### config.mk
export PLATFORM = sky130hd
export DESIGN_NAME = fuzzy_speed_map_core
export DESIGN_NICKNAME = d
export VERILOG_FILES = /design/src/rtl/core/fsmap_pkg.sv /design/src/rtl/core/fsmap_front.sv /design/src/rtl/core/fsmap_queue.sv /design/src/rtl/core/fsmap_back.sv /design/src/rtl/core/fuzzy_speed_map_core.sv
export VERILOG_INCLUDE_DIRS = /design/src /design/src/rtl/core
export SDC_FILE = /design/constraint.sdc
export NUM_CORES = 2
export LEC_CHECK = 0
export BUFFER_PORTS_ARGS = -buffer_cell sky130_fd_sc_hd__clkbuf_2
export CAP_MARGIN = 5
export CORE_MARGIN = 2
export CORE_UTILIZATION = 30
export CTS_CLUSTER_SIZE = 16
export DETAILED_ROUTE_END_ITERATION = 8
export PLACE_DENSITY = 0.46
export SLEW_MARGIN = 40
export SYNTH_ARGS = -nofsm -noshare
export SYNTH_HDL_FRONTEND = slang
export SYNTH_HIERARCHICAL = 1
export SYNTH_SLANG_ARGS = --single-unit
### constraint.sdc
create_clock -name clk -period 14.2 [get_ports clk]
set_input_delay 1.42 -clock clk [delete_from_list [all_inputs] [get_ports clk]]
set_output_delay 1.42 -clock clk [all_outputs]
set_load 0.02 [all_outputs]
### src/rtl/core/assert_macros.svh
// Assertion macros shared by the fuzzy speed map RTL.
// Each macro expands to one labeled concurrent assertion that reports through $error.
`ifndef ASSERT_MACROS_SVH
`define ASSERT_MACROS_SVH

// The consequent must hold in the same cycle as the antecedent.
`define ASSERT_IMPLY(lbl, clk, rst_n, ante, cons, msg) \
	lbl: assert property (@(posedge clk) disable iff (!rst_n) (ante) |-> (cons)) \
		else $error(msg);

// The consequent must hold in the cycle after the antecedent.
`define ASSERT_NEXT(lbl, clk, rst_n, ante, cons, msg) \
	lbl: assert property (@(posedge clk) disable iff (!rst_n) (ante) |=> (cons)) \
		else $error(msg);

`endif

### src/rtl/core/fsmap_pkg.sv
// Types, constants and rule tables of the fuzzy speed map.
// Used by every module of the core; depends on nothing.
package fsmap_pkg;

	localparam int P_SEGS = 12;
	localparam int D_SEGS = 6;
	localparam int D_COLS = 7;
	localparam int RULES  = 91;
	localparam int LEVELS = 13;

	localparam logic signed [11:0] C_LO = -12'sd110;
	localparam logic signed [11:0] C_HI = 12'sd110;
	localparam logic signed [11:0] L_HI = 12'sd45;
	localparam logic [7:0] C_SPAN = 8'd220;
	localparam logic [5:0] L_SPAN = 6'd45;

	// Scale factors folded with the ceiling reciprocals of 55 and 15.
	localparam logic [24:0] P_SCALE = 25'd114408;
	localparam logic [23:0] D_SCALE = 24'd139840;
	// Reciprocal of 10000 at 36 fraction bits.
	localparam logic [22:0] DIV_RECIP = 23'd6871948;

	localparam logic [6:0] GRID_LO = 7'd2;
	localparam logic [6:0] GRID_HI = 7'd98;
	localparam logic [6:0] FULL    = 7'd100;

	localparam logic [3:0] RULE_ROM [RULES] = '{
		4'd4, 4'd1, 4'd0, 4'd0, 4'd0, 4'd0, 4'd0,
		4'd4, 4'd1, 4'd1, 4'd0, 4'd0, 4'd0, 4'd0,
		4'd5, 4'd2, 4'd1, 4'd1, 4'd0, 4'd0, 4'd0,
		4'd5, 4'd3, 4'd2, 4'd1, 4'd1, 4'd0, 4'd0,
		4'd6, 4'd4, 4'd3, 4'd2, 4'd1, 4'd1, 4'd0,
		4'd6, 4'd5, 4'd4, 4'd3, 4'd2, 4'd1, 4'd1,
		4'd6, 4'd6, 4'd6, 4'd6, 4'd6, 4'd6, 4'd6,
		4'd6, 4'd7, 4'd8, 4'd9, 4'd10, 4'd11, 4'd11,
		4'd6, 4'd8, 4'd9, 4'd10, 4'd11, 4'd11, 4'd12,
		4'd7, 4'd9, 4'd10, 4'd11, 4'd11, 4'd12, 4'd12,
		4'd7, 4'd10, 4'd11, 4'd11, 4'd12, 4'd12, 4'd12,
		4'd8, 4'd11, 4'd11, 4'd12, 4'd12, 4'd12, 4'd12,
		4'd8, 4'd11, 4'd12, 4'd12, 4'd12, 4'd12, 4'd12
	};

	localparam logic signed [9:0] LEVEL_ROM [LEVELS] = '{
		-10'sd350, -10'sd290, -10'sd240, -10'sd180, -10'sd130, -10'sd70, 10'sd0,
		10'sd70, 10'sd130, 10'sd180, 10'sd240, 10'sd290, 10'sd350
	};

	typedef struct packed {
		logic [3:0] pn;
		logic [2:0] dn;
		logic [6:0] pf1;
		logic [6:0] df1;
	} item_t;

	typedef struct packed {
		logic v_s1;
		logic v_s2;
	} front_stat_t;

	function automatic logic signed [9:0] level_at(input logic [3:0] pi, input logic [2:0] di);
		logic [6:0] idx;
		logic [3:0] r;
		idx = 7'({3'b000, pi} * 7'd7) + {4'b0000, di};
		if (idx >= 7'(RULES)) begin
			r = RULE_ROM[0];
		end else begin
			r = RULE_ROM[idx];
		end
		if (r >= 4'(LEVELS)) begin
			r = 4'(LEVELS - 1);
		end
		return LEVEL_ROM[r];
	endfunction

endpackage

### src/rtl/core/fsmap_front.sv
// Front end of the fuzzy speed map: clamps and scales a sample, then places it on the grids.
// Depends on fsmap_pkg.
module fsmap_front (
	input  logic                      clk,
	input  logic                      arst_n,
	input  logic                      accept,
	input  logic signed [11:0]        complexity,
	input  logic signed [11:0]        lookahead,
	output logic                      push,
	output fsmap_pkg::item_t          item,
	output fsmap_pkg::front_stat_t    stat
);
	import fsmap_pkg::*;

	logic [7:0]  c_off;
	logic [5:0]  l_off;
	logic [24:0] p_prod;
	logic [23:0] d_prod;
	logic        v_s1;
	logic [6:0]  p_s1;
	logic [6:0]  d_s1;
	logic        v_s2;
	item_t       item_s2;
	item_t       item_c;
	logic [7:0]  p_sum;
	logic [7:0]  d_sum;
	logic [3:0]  p_n;
	logic [2:0]  d_n;
	logic [6:0]  p_up;
	logic [6:0]  d_up;
	logic [2:0]  p_r;
	logic [3:0]  d_r;
	logic [6:0]  p_f0;
	logic [6:0]  d_f0;

	always_comb begin
		if (complexity < C_LO) begin
			c_off = 8'd0;
		end else if (complexity > C_HI) begin
			c_off = C_SPAN;
		end else begin
			c_off = 8'(complexity - C_LO);
		end
		if (lookahead < 12'sd0) begin
			l_off = 6'd0;
		end else if (lookahead > L_HI) begin
			l_off = L_SPAN;
		end else begin
			l_off = lookahead[5:0];
		end
		p_prod = 25'(c_off) * P_SCALE;
		d_prod = 24'(l_off) * D_SCALE;
	end

	always_ff @(posedge clk or negedge arst_n) begin
		if (!arst_n) begin
			v_s1 <= 1'b0;
			v_s2 <= 1'b0;
		end else begin
			v_s1 <= accept;
			v_s2 <= v_s1;
		end
	end

	always_ff @(posedge clk) begin
		p_s1 <= p_prod[24:18] + GRID_LO;
		d_s1 <= 7'(d_prod[23:16]) + GRID_LO;
		item_s2 <= item_c;
	end

	always_comb begin
		p_sum = 8'(p_s1) + 8'd5;
		d_sum = 8'(d_s1) + 8'd13;
		p_n = p_sum[6:3];
		d_n = d_sum[6:4];
		p_up = GRID_LO + {p_n, 3'b000};
		d_up = GRID_LO + {d_n, 4'b0000};
		p_r = 3'(p_up - p_s1);
		d_r = 4'(d_up - d_s1);
		p_f0 = 7'((10'(p_r) * 10'd100) >> 3);
		d_f0 = 7'((11'(d_r) * 11'd100) >> 4);
		if (p_s1 <= GRID_LO) begin
			item_c.pn = 4'd1;
			p_f0 = FULL;
		end else if (p_s1 >= GRID_HI) begin
			item_c.pn = 4'(P_SEGS);
			p_f0 = 7'd0;
		end else begin
			item_c.pn = p_n;
		end
		if (d_s1 <= GRID_LO) begin
			item_c.dn = 3'd1;
			d_f0 = FULL;
		end else if (d_s1 >= GRID_HI) begin
			item_c.dn = 3'(D_SEGS);
			d_f0 = 7'd0;
		end else begin
			item_c.dn = d_n;
		end
		item_c.pf1 = FULL - p_f0;
		item_c.df1 = FULL - d_f0;
	end

	assign push = v_s2;
	assign item = item_s2;
	assign stat.v_s1 = v_s1;
	assign stat.v_s2 = v_s2;

endmodule

### src/rtl/core/fsmap_queue.sv
// Short queue between the front and back ends of the fuzzy speed map.
// Depends on fsmap_pkg and assert_macros.svh.
`include "assert_macros.svh"
module fsmap_queue #(
	parameter int DEPTH = 4
) (
	input  logic                          clk,
	input  logic                          arst_n,
	input  logic                          push,
	input  fsmap_pkg::item_t              wr_item,
	input  logic                          pop,
	output logic                          rd_valid,
	output fsmap_pkg::item_t              rd_item,
	output logic [$clog2(DEPTH+1)-1:0]    count
);
	import fsmap_pkg::*;

	localparam int AW = (DEPTH > 1) ? $clog2(DEPTH) : 1;
	localparam int CW = $clog2(DEPTH + 1);

	item_t          slot_q [DEPTH];
	logic [AW-1:0]  wr_ptr_q;
	logic [AW-1:0]  rd_ptr_q;
	logic [CW-1:0]  count_q;

	always_ff @(posedge clk) begin
		if (push) begin
			slot_q[wr_ptr_q] <= wr_item;
		end
	end

	always_ff @(posedge clk or negedge arst_n) begin
		if (!arst_n) begin
			wr_ptr_q <= '0;
			rd_ptr_q <= '0;
			count_q  <= '0;
		end else begin
			if (push) begin
				wr_ptr_q <= (wr_ptr_q == AW'(DEPTH - 1)) ? '0 : wr_ptr_q + 1'b1;
			end
			if (pop) begin
				rd_ptr_q <= (rd_ptr_q == AW'(DEPTH - 1)) ? '0 : rd_ptr_q + 1'b1;
			end
			case ({push, pop})
				2'b10:   count_q <= count_q + 1'b1;
				2'b01:   count_q <= count_q - 1'b1;
				default: count_q <= count_q;
			endcase
		end
	end

	assign rd_valid = (count_q != '0);
	assign rd_item  = slot_q[rd_ptr_q];
	assign count    = count_q;

	`ASSERT_IMPLY(a_no_overflow, clk, arst_n, push, count_q < CW'(DEPTH), "queue written while full")
	`ASSERT_NEXT(a_push_fills, clk, arst_n, push && !pop, count_q != '0, "pushed item was lost")

endmodule

### src/rtl/core/fsmap_back.sv
// Back end of the fuzzy speed map: rule lookup, bilinear blend and exact division by 10000.
// Depends on fsmap_pkg and assert_macros.svh.
`include "assert_macros.svh"
module fsmap_back (
	input  logic                  clk,
	input  logic                  arst_n,
	input  logic                  in_valid,
	input  fsmap_pkg::item_t      in_item,
	output logic                  done,
	output logic signed [9:0]     speed_diff
);
	import fsmap_pkg::*;

	logic                v_b1;
	logic signed [9:0]   u0_b1;
	logic signed [9:0]   u1_b1;
	logic signed [9:0]   u2_b1;
	logic signed [9:0]   u3_b1;
	logic [6:0]          pf1_b1;
	logic [6:0]          df1_b1;
	logic                v_b2;
	logic signed [16:0]  t1_b2;
	logic signed [16:0]  t2_b2;
	logic [6:0]          pf1_b2;
	logic                v_b3;
	logic signed [22:0]  acc_b3;
	logic                v_b4;
	logic                neg_b4;
	logic [8:0]          quo_b4;
	logic                done_q;
	logic signed [9:0]   speed_diff_q;

	logic [3:0]          pi0;
	logic [2:0]          di0;
	logic signed [18:0]  t1_c;
	logic signed [18:0]  t2_c;
	logic signed [17:0]  dt_c;
	logic signed [24:0]  acc_c;
	logic [21:0]         mag_c;
	logic [44:0]         prod_c;

	assign pi0 = in_item.pn - 4'd1;
	assign di0 = in_item.dn - 3'd1;

	always_comb begin
		t1_c = 19'(u0_b1) * 19'sd100
			+ $signed({12'b0, df1_b1}) * (19'(u2_b1) - 19'(u0_b1));
		t2_c = 19'(u1_b1) * 19'sd100
			+ $signed({12'b0, df1_b1}) * (19'(u3_b1) - 19'(u1_b1));
		dt_c = 18'(t2_b2) - 18'(t1_b2);
		acc_c = 25'(t1_b2) * 25'sd100 + $signed({18'b0, pf1_b2}) * 25'(dt_c);
		mag_c = acc_b3[22] ? 22'(-acc_b3) : 22'(acc_b3);
		prod_c = 45'(mag_c) * 45'(DIV_RECIP);
	end

	always_ff @(posedge clk or negedge arst_n) begin
		if (!arst_n) begin
			v_b1   <= 1'b0;
			v_b2   <= 1'b0;
			v_b3   <= 1'b0;
			v_b4   <= 1'b0;
			done_q <= 1'b0;
		end else begin
			v_b1   <= in_valid;
			v_b2   <= v_b1;
			v_b3   <= v_b2;
			v_b4   <= v_b3;
			done_q <= v_b4;
		end
	end

	always_ff @(posedge clk) begin
		u0_b1  <= level_at(pi0, di0);
		u1_b1  <= level_at(in_item.pn, di0);
		u2_b1  <= level_at(pi0, in_item.dn);
		u3_b1  <= level_at(in_item.pn, in_item.dn);
		pf1_b1 <= in_item.pf1;
		df1_b1 <= in_item.df1;
		t1_b2  <= 17'(t1_c);
		t2_b2  <= 17'(t2_c);
		pf1_b2 <= pf1_b1;
		acc_b3 <= 23'(acc_c);
		neg_b4 <= acc_b3[22];
		quo_b4 <= prod_c[44:36];
		speed_diff_q <= neg_b4 ? -10'(quo_b4) : 10'(quo_b4);
	end

	assign done       = done_q;
	assign speed_diff = speed_diff_q;

	`ASSERT_IMPLY(a_fixed_latency, clk, arst_n, v_b1, ##4 done_q, "result strobe missing")
	`ASSERT_IMPLY(a_result_range, clk, arst_n, done_q, (speed_diff_q <= 10'sd350) && (speed_diff_q >= -10'sd350), "result out of range")

endmodule

### src/rtl/core/fuzzy_speed_map_core.sv
// Top level of the fuzzy speed map core.
// Depends on fsmap_pkg, fsmap_front, fsmap_queue and fsmap_back.
//
// A sample (complexity, lookahead) is taken at a rising edge where start is high and
// busy is low. The front end clamps, scales and grid-locates it in two register stages
// and writes the result into a short queue. The back end pops one queue entry per cycle
// and runs it through a five-stage pipeline: rule and level lookup, two blend stages,
// the reciprocal multiply for the division by 10000, and the output register.
// A result appears on speed_diff with done high for exactly one cycle, after its sample
// has passed the front end, the queue and the back end; results leave in sample order.
// One sample can be accepted every cycle while busy is low. busy rises only when the
// queue plus the samples still in the front end fill QUEUE_DEPTH entries.
// The receiver cannot hold results off, so the back end never stalls and busy stays
// low in normal use.
// Reset clears all valid flags and the queue, dropping samples in flight; it creates none.
module fuzzy_speed_map_core #(
	parameter int QUEUE_DEPTH = 4
) (
	input  logic               clk,
	input  logic               arst_n,
	input  logic               start,
	output logic               busy,
	input  logic signed [11:0] complexity,
	input  logic signed [11:0] lookahead,
	output logic               done,
	output logic signed [9:0]  speed_diff
);
	import fsmap_pkg::*;

	localparam int CW = $clog2(QUEUE_DEPTH + 1);
	localparam int OW = $clog2(QUEUE_DEPTH + 3);

	logic           accept;
	logic           push;
	item_t          fr_item;
	front_stat_t    fr_stat;
	logic           q_valid;
	item_t          q_item;
	logic [CW-1:0]  q_count;
	logic [OW-1:0]  occupancy;

	assign occupancy = OW'(q_count) + OW'(fr_stat.v_s1) + OW'(fr_stat.v_s2);
	assign busy      = (occupancy >= OW'(QUEUE_DEPTH));
	assign accept    = start && !busy;

	fsmap_front u_front (
		.clk        (clk),
		.arst_n     (arst_n),
		.accept     (accept),
		.complexity (complexity),
		.lookahead  (lookahead),
		.push       (push),
		.item       (fr_item),
		.stat       (fr_stat)
	);

	fsmap_queue #(
		.DEPTH (QUEUE_DEPTH)
	) u_queue (
		.clk      (clk),
		.arst_n   (arst_n),
		.push     (push),
		.wr_item  (fr_item),
		.pop      (q_valid),
		.rd_valid (q_valid),
		.rd_item  (q_item),
		.count    (q_count)
	);

	fsmap_back u_back (
		.clk        (clk),
		.arst_n     (arst_n),
		.in_valid   (q_valid),
		.in_item    (q_item),
		.done       (done),
		.speed_diff (speed_diff)
	);

endmodule

# After elaboration in Yosys (flattened, before gate mapping)
# Memory sizes are Yosys's and may differ from the RTL's. A register that Yosys moved wholly into a read port is not among the register bits.
# Index checks and enable logic that the tools add are counted.
dict set report word_totals {
  mem_count 9
  output_inout_bits 12
  inputBits 27
  romBits 2688
  reg_bits 147
  ram_bits 84
}
# memory words width rd rd_clocked_by_memory_dff write_ports line
set mem_list {}
lappend mem_list {{(name not given)} 128 4 1 0 0 fsmap_pkg.sv:67} ;# r = RULE_ROM[idx];
lappend mem_list {{(name not given)} 128 4 1 0 0 fsmap_pkg.sv:67}
lappend mem_list {{(name not given)} 128 4 1 0 0 fsmap_pkg.sv:67}
lappend mem_list {{(name not given)} 128 4 1 0 0 fsmap_pkg.sv:67}
lappend mem_list {{(name not given)} 16 10 1 1 0 fsmap_pkg.sv:72} ;# return LEVEL_ROM[r];
lappend mem_list {{(name not given)} 16 10 1 1 0 fsmap_pkg.sv:72}
lappend mem_list {{3 more memories} n/a n/a n/a n/a n/a n/a}
dict set report classes {
  addsub 31
  reduce_logical 5
  magnitude_cmp 21
  eq_ne 4
  bitwise_logic 8
  n_mux 33
  mul 13
}
# cell count
set op_table {}
lappend op_table {{$mux W4} 17}
lappend op_table {{$mul A22 B21 Y43 const B} 1}
lappend op_table {{$ge A7 B7 Y1 const B} 6}
lappend op_table {{$mul A8 B19 Y17} 2}
lappend op_table {{$add A17 B17 Y17} 2}
lappend op_table {{$ge A8 B8 Y1 const B} 4}
lappend op_table {{$not A7 Y8} 4}
lappend op_table {{$mul A10 B6 Y15 const B} 2}
lappend op_table {{$add A7 B3 Y7} 4}
lappend op_table {{$mux W7} 4}
lappend op_table {{$add A23 B23 Y23} 1}
lappend op_table {{$mul A8 B18 Y23} 1}
lappend op_table {{$mul A8 B14 Y22 const B} 1}
lappend op_table {{$mux W22} 1}
lappend op_table {{$neg A22 Y22} 1}
lappend op_table {{$sub A10 B10 Y11} 2}
lappend op_table {{$mul A17 B6 Y21 const B} 1}
lappend op_table {{$not A4 Y5} 4}
lappend op_table {{$sub A17 B17 Y18} 1}
lappend op_table {{$mul A6 B12 Y17 const B} 1}
lappend op_table {{$ge A4 B4 Y1 const B} 4}
lappend op_table {{$mux W8} 2}
lappend op_table {{$add A7 B2 Y7 const B} 2}
lappend op_table {{$le A7 B2 Y1 const B} 2}
lappend op_table {{34 further kinds} 45}

# Longest topological paths before layout
# An unclocked memory read counts as a cell.
dict set report logic_depth {
  word_depth 12
  mapped_depth 32
}

# Hierarchy
# The synthesis kept the hierarchy.
# mod cells_each n_inst area_each_um2 seq_area_each_um2
set by_module_without_submodules {}
lappend by_module_without_submodules {fsmap_back 3239 1 29360.7 2747.6}
lappend by_module_without_submodules {fsmap_front 543 1 4827.1 750.7}
lappend by_module_without_submodules {fsmap_queue 144 1 3468.3 2697.6}
lappend by_module_without_submodules {fuzzy_speed_map_core 7 1 57.6 0.0}

# Least setup slack after synthesis
# Ideal clock, no wire load.
dict set report synth_timing {
  kind {reg-to-reg}
  from {register u_back.acc_b3[1]}
  to {register u_back.quo_b4[5]}
  path_buffers 0
  setup_slack_ns 6.728
  setup_time_ns 0.120
  stages_incl_launch_ff 30
  t_required_ns 14.080
  t_arrival_ns 7.353
  cell_sequence {dfxtp_1 -> inv_1 -> nand2_1 -> or4_1 -> nor2_1 -> nand2_1 -> o21ai_0 -> xor2_1 -> inv_1 -> ha_1 -> inv_1 -> fa_1 -> fa_1 -> inv_1 -> fa_1 -> fa_1 -> fa_1 -> inv_1 -> fa_1 -> inv_1 -> ha_1 -> nor2b_1 -> o21ai_0 -> o2111ai_1 -> a2111oi_0 -> o21ai_0 -> o211ai_1 -> nor2b_1 -> nor2b_1 -> o31a_1}
}
dict set report synth_via {
  elab_chain_len 3
}
# item line
set synth_rtl {}
lappend synth_rtl {{from (decl)} fsmap_back.sv:26} ;# logic signed [22:0] acc_b3;
lappend synth_rtl {{from (signal assigned)} fsmap_back.sv:82} ;# acc_b3 <= 23'(acc_c);
lappend synth_rtl {{$neg A22 Y22} fsmap_back.sv:52} ;# mag_c = acc_b3[22] ? 22'(-acc_b3) : 22'(acc_b3);
lappend synth_rtl {{$mux W22 (*)} fsmap_back.sv:52}
lappend synth_rtl {{$mul A22 B21 Y43 (*)} fsmap_back.sv:53} ;# prod_c = 45'(mag_c) * 45'(DIV_RECIP);
lappend synth_rtl {{net u_back.prod_c[41]} fsmap_back.sv:40} ;# logic [44:0] prod_c;
lappend synth_rtl {{to (signal assigned)} fsmap_back.sv:84} ;# quo_b4 <= prod_c[44:36];
lappend synth_rtl {{to (decl)} fsmap_back.sv:29} ;# logic [8:0] quo_b4;
# Mark *: on every way through the listed nets, which the timed path passes. The rest lies on a longest branch.
# A chain may end at the register's enable or synchronous reset.

# Worst setup path after layout
# Ends and elaborated chain as after synthesis.

==> flow_summary.ini <==
[floorplanning]
core_mm2 = 0.125
die_area_mm2 = 0.129
ios = 39
die_h_um = 359
start_util_pct = 30.1
die_w_um = 359
fp-row-count = 130

[worst_setup_path]
slowest_stage = a2111oi_1
r2r_slack_ns = 5.41
crit_type = reg -> reg
setup.worst_path.end_class = flip-flop
cp_max_fo = 8
start_kind = flip-flop
slowest_delay_ns = 0.68
required_ns = 14.65
cp.arrival_ns = 9.24
reg2reg_depth = 29
r2r-end = u_back/quo_b4[5]
rr_startpoint = u_back/acc_b3[1]

[clock_network]
clock_sinks = 264
htree_levels = 2
numCtsBuffers = 34
clk_latency_ns = 0.56
clkTransAtPathRegs_ns = 0.06
post-cts-setup-buffers = 0
cts_tree = done
clockBufferDepth = 3
ctsResizeCount = 0
hold_buffers = 0
cts_root_buffer = clkbuf_16

[finish]
drive_gt1_share_pct = 5.37
nNetsFinal = 5069
instances_no_fill = 5633
synthToLayoutAreaGrowth_pct = 8.93
antennaDiodeCount = 0
final_cell_mix = 910 x inv_1, 612 x ha_1, 472 x fa_1, 209 x nand2_1, 176 x xnor2_1
layout_commonest_cell = inv_1

[run_status]
status = completed

[detailed_routing]
drc = 0
wl_mm = 82.6
drt_iter0_markers = 1023
drtPass1Iterations = 7
drtAntennaViolNets = 0
num_vias = 25200
vias_per_cell = 4.48
post_drt_wl_per_cell_um = 14.7

[worst_hold_path]
hold_start = u_back/pf1_b1[4]
holdPathEnd = u_back/pf1_b2[4]
whs_path_depth = 0
worst_hold_path_type = reg -> reg

[logic_synthesis]
synth_fp_nets = 5044
ys_seq_area_share_pct = 16.4
synthArstFlopShare_pct = 5.30
synthesis.area_mm2 = 0.0377
ys_warn_count = 6
ys_seq_elements = 264
synth_flop_cell = dfxtp_1
yosys.cell_types.count = 109
synth_edf_count = 84
synth_cells = 3933
syn_avg_cell_area_um2 = 9.59

[placed_design]
post-place-cells = 5572
place_congestion = 0.853
post-place-ws_ns = 5.04
numPortBuffers = 38
hpwl_mm = 70.2

[job]
maxCapViolCount = 0

[grt]
antenna_found_initial = 0
grt.total_usage_pct = 13.3
grt_max_degree = 25
grt_pass1_vias = 26500
grt_pass1_wl_mm = 139
grt-ovfl-total = 0

[timing]
post-route-period-util_pct = 61.9
rsz0062_at_grt = false
finalSetupTns_ns = 0
hold_ws_ns = 0.331
final.min_clock_period_ns = 8.79
worst_slack_ns = 5.41
slew_violations = 0
fmax_ghz = 0.114
clock_skew_ns = 0.0236
hold_viol_final = 0
setup_violations = 0
worst_pin_slew_ns = 0.840
slew_headroom_pct = 43.9
## state kept, by name, summed over array words and instances, names as in the netlist, 9 cells and up
register           count
u_back/u1_b1           9
u_back/acc_b3         22
u_front/item          21
u_back/u2_b1           9
u_back/t1_b2          16
u_back/u3_b1           9
u_back/speed_diff     10
u_queue/slot_q        84
u_back/u0_b1           9
u_back/t2_b2          16
u_back/quo_b4          9
## layer usage
metal  global-route usage (%)  part of all wire (%)
met5                        0                     0
met4                     3.21                   2.1
met3                     1.31                   2.2
met2                     22.7                    48
met1                     18.1                    48
## cells by family after synthesis
kind of cell	share of synthesized area, %
adder cells (fa/ha/maj)	45.4
buffers and inverters	9.99
AND/OR/NAND/NOR	10.4
AO/OA/AOI/OAI	9.50
flip-flops	16.4
XOR/XNOR	5.93
multiplexers	2.38
## Yosys cell counts, types with 20 or more instances
master      n  area (um^2)
inv_1     910         3420
nand3_1    26          130
nand2b_1   29          181
nor3_1     39          195
xnor2_1   184         1610
fa_1      472         9450
a21o_1     44          330
nand2_1   209          785
edfxtp_1   84         2520
and2_1    158          988
nor2_1    131          492
a21oi_1   147          736
o21a_1     26          195
ha_1      612         7660
o21ai_0   110          551
clkbuf_1   54          203
dfxtp_1   166         3320
xor2_1     64          561
nor2b_1    57          357
a31oi_1    26          163
mux2i_1    20          200
mux4_2     23          518
## critical path: cells and delay by family, from the launching register on
family	cells	cell delay [ns]
and+or+nand+nor	7	1.31
xor gates and xnor gates	1	0.39
buffers and inverters	6	0.64
DFF	1	0.42
AOI/OAI and AO/OA	7	2.23
adders and majority gates	8	3.68
## how the worst max path moves through the flow
stage,start,to,slack [ns],cells past startpoint
floorplan,u_back/acc_b3[1],u_back/quo_b4[5],6.73,29
global placement,u_back/acc_b3[1],u_back/quo_b4[5],5.32,29
detailed placement,u_back/acc_b3[1],u_back/quo_b4[5],5.04,29
CTS,u_back/acc_b3[1],u_back/quo_b4[5],5.00,29
global route,u_back/acc_b3[1],u_back/quo_b4[5],4.73,29
finish,u_back/acc_b3[1],u_back/quo_b4[5],5.41,29
## per-stage QoR
stage	utilization, %	instance area, um^2
6_report	32.8	41100
5_1_grt	32.8	41100
4_1_cts	32.8	41100
3_5_place_dp	31.8	39900
3_3_place_gp	31.8	39800
2_1_floorplan	-	37700
## area by class of cell
cell class                      count  area (um^2)
Multi-Input combinational cell   2684        27800
Clock buffer                       44          928
Tap cell                         1650         2060
Inverter                          913         3430
Fill cell                       13100        84200
Timing Repair Buffer               61          363
Clock inverter                     17          263
Sequential cell                   264         6200
Power is left out: the tool's default activity adds up to more than one toggle a clock period on the data nets, which glitch-free logic cannot reach.
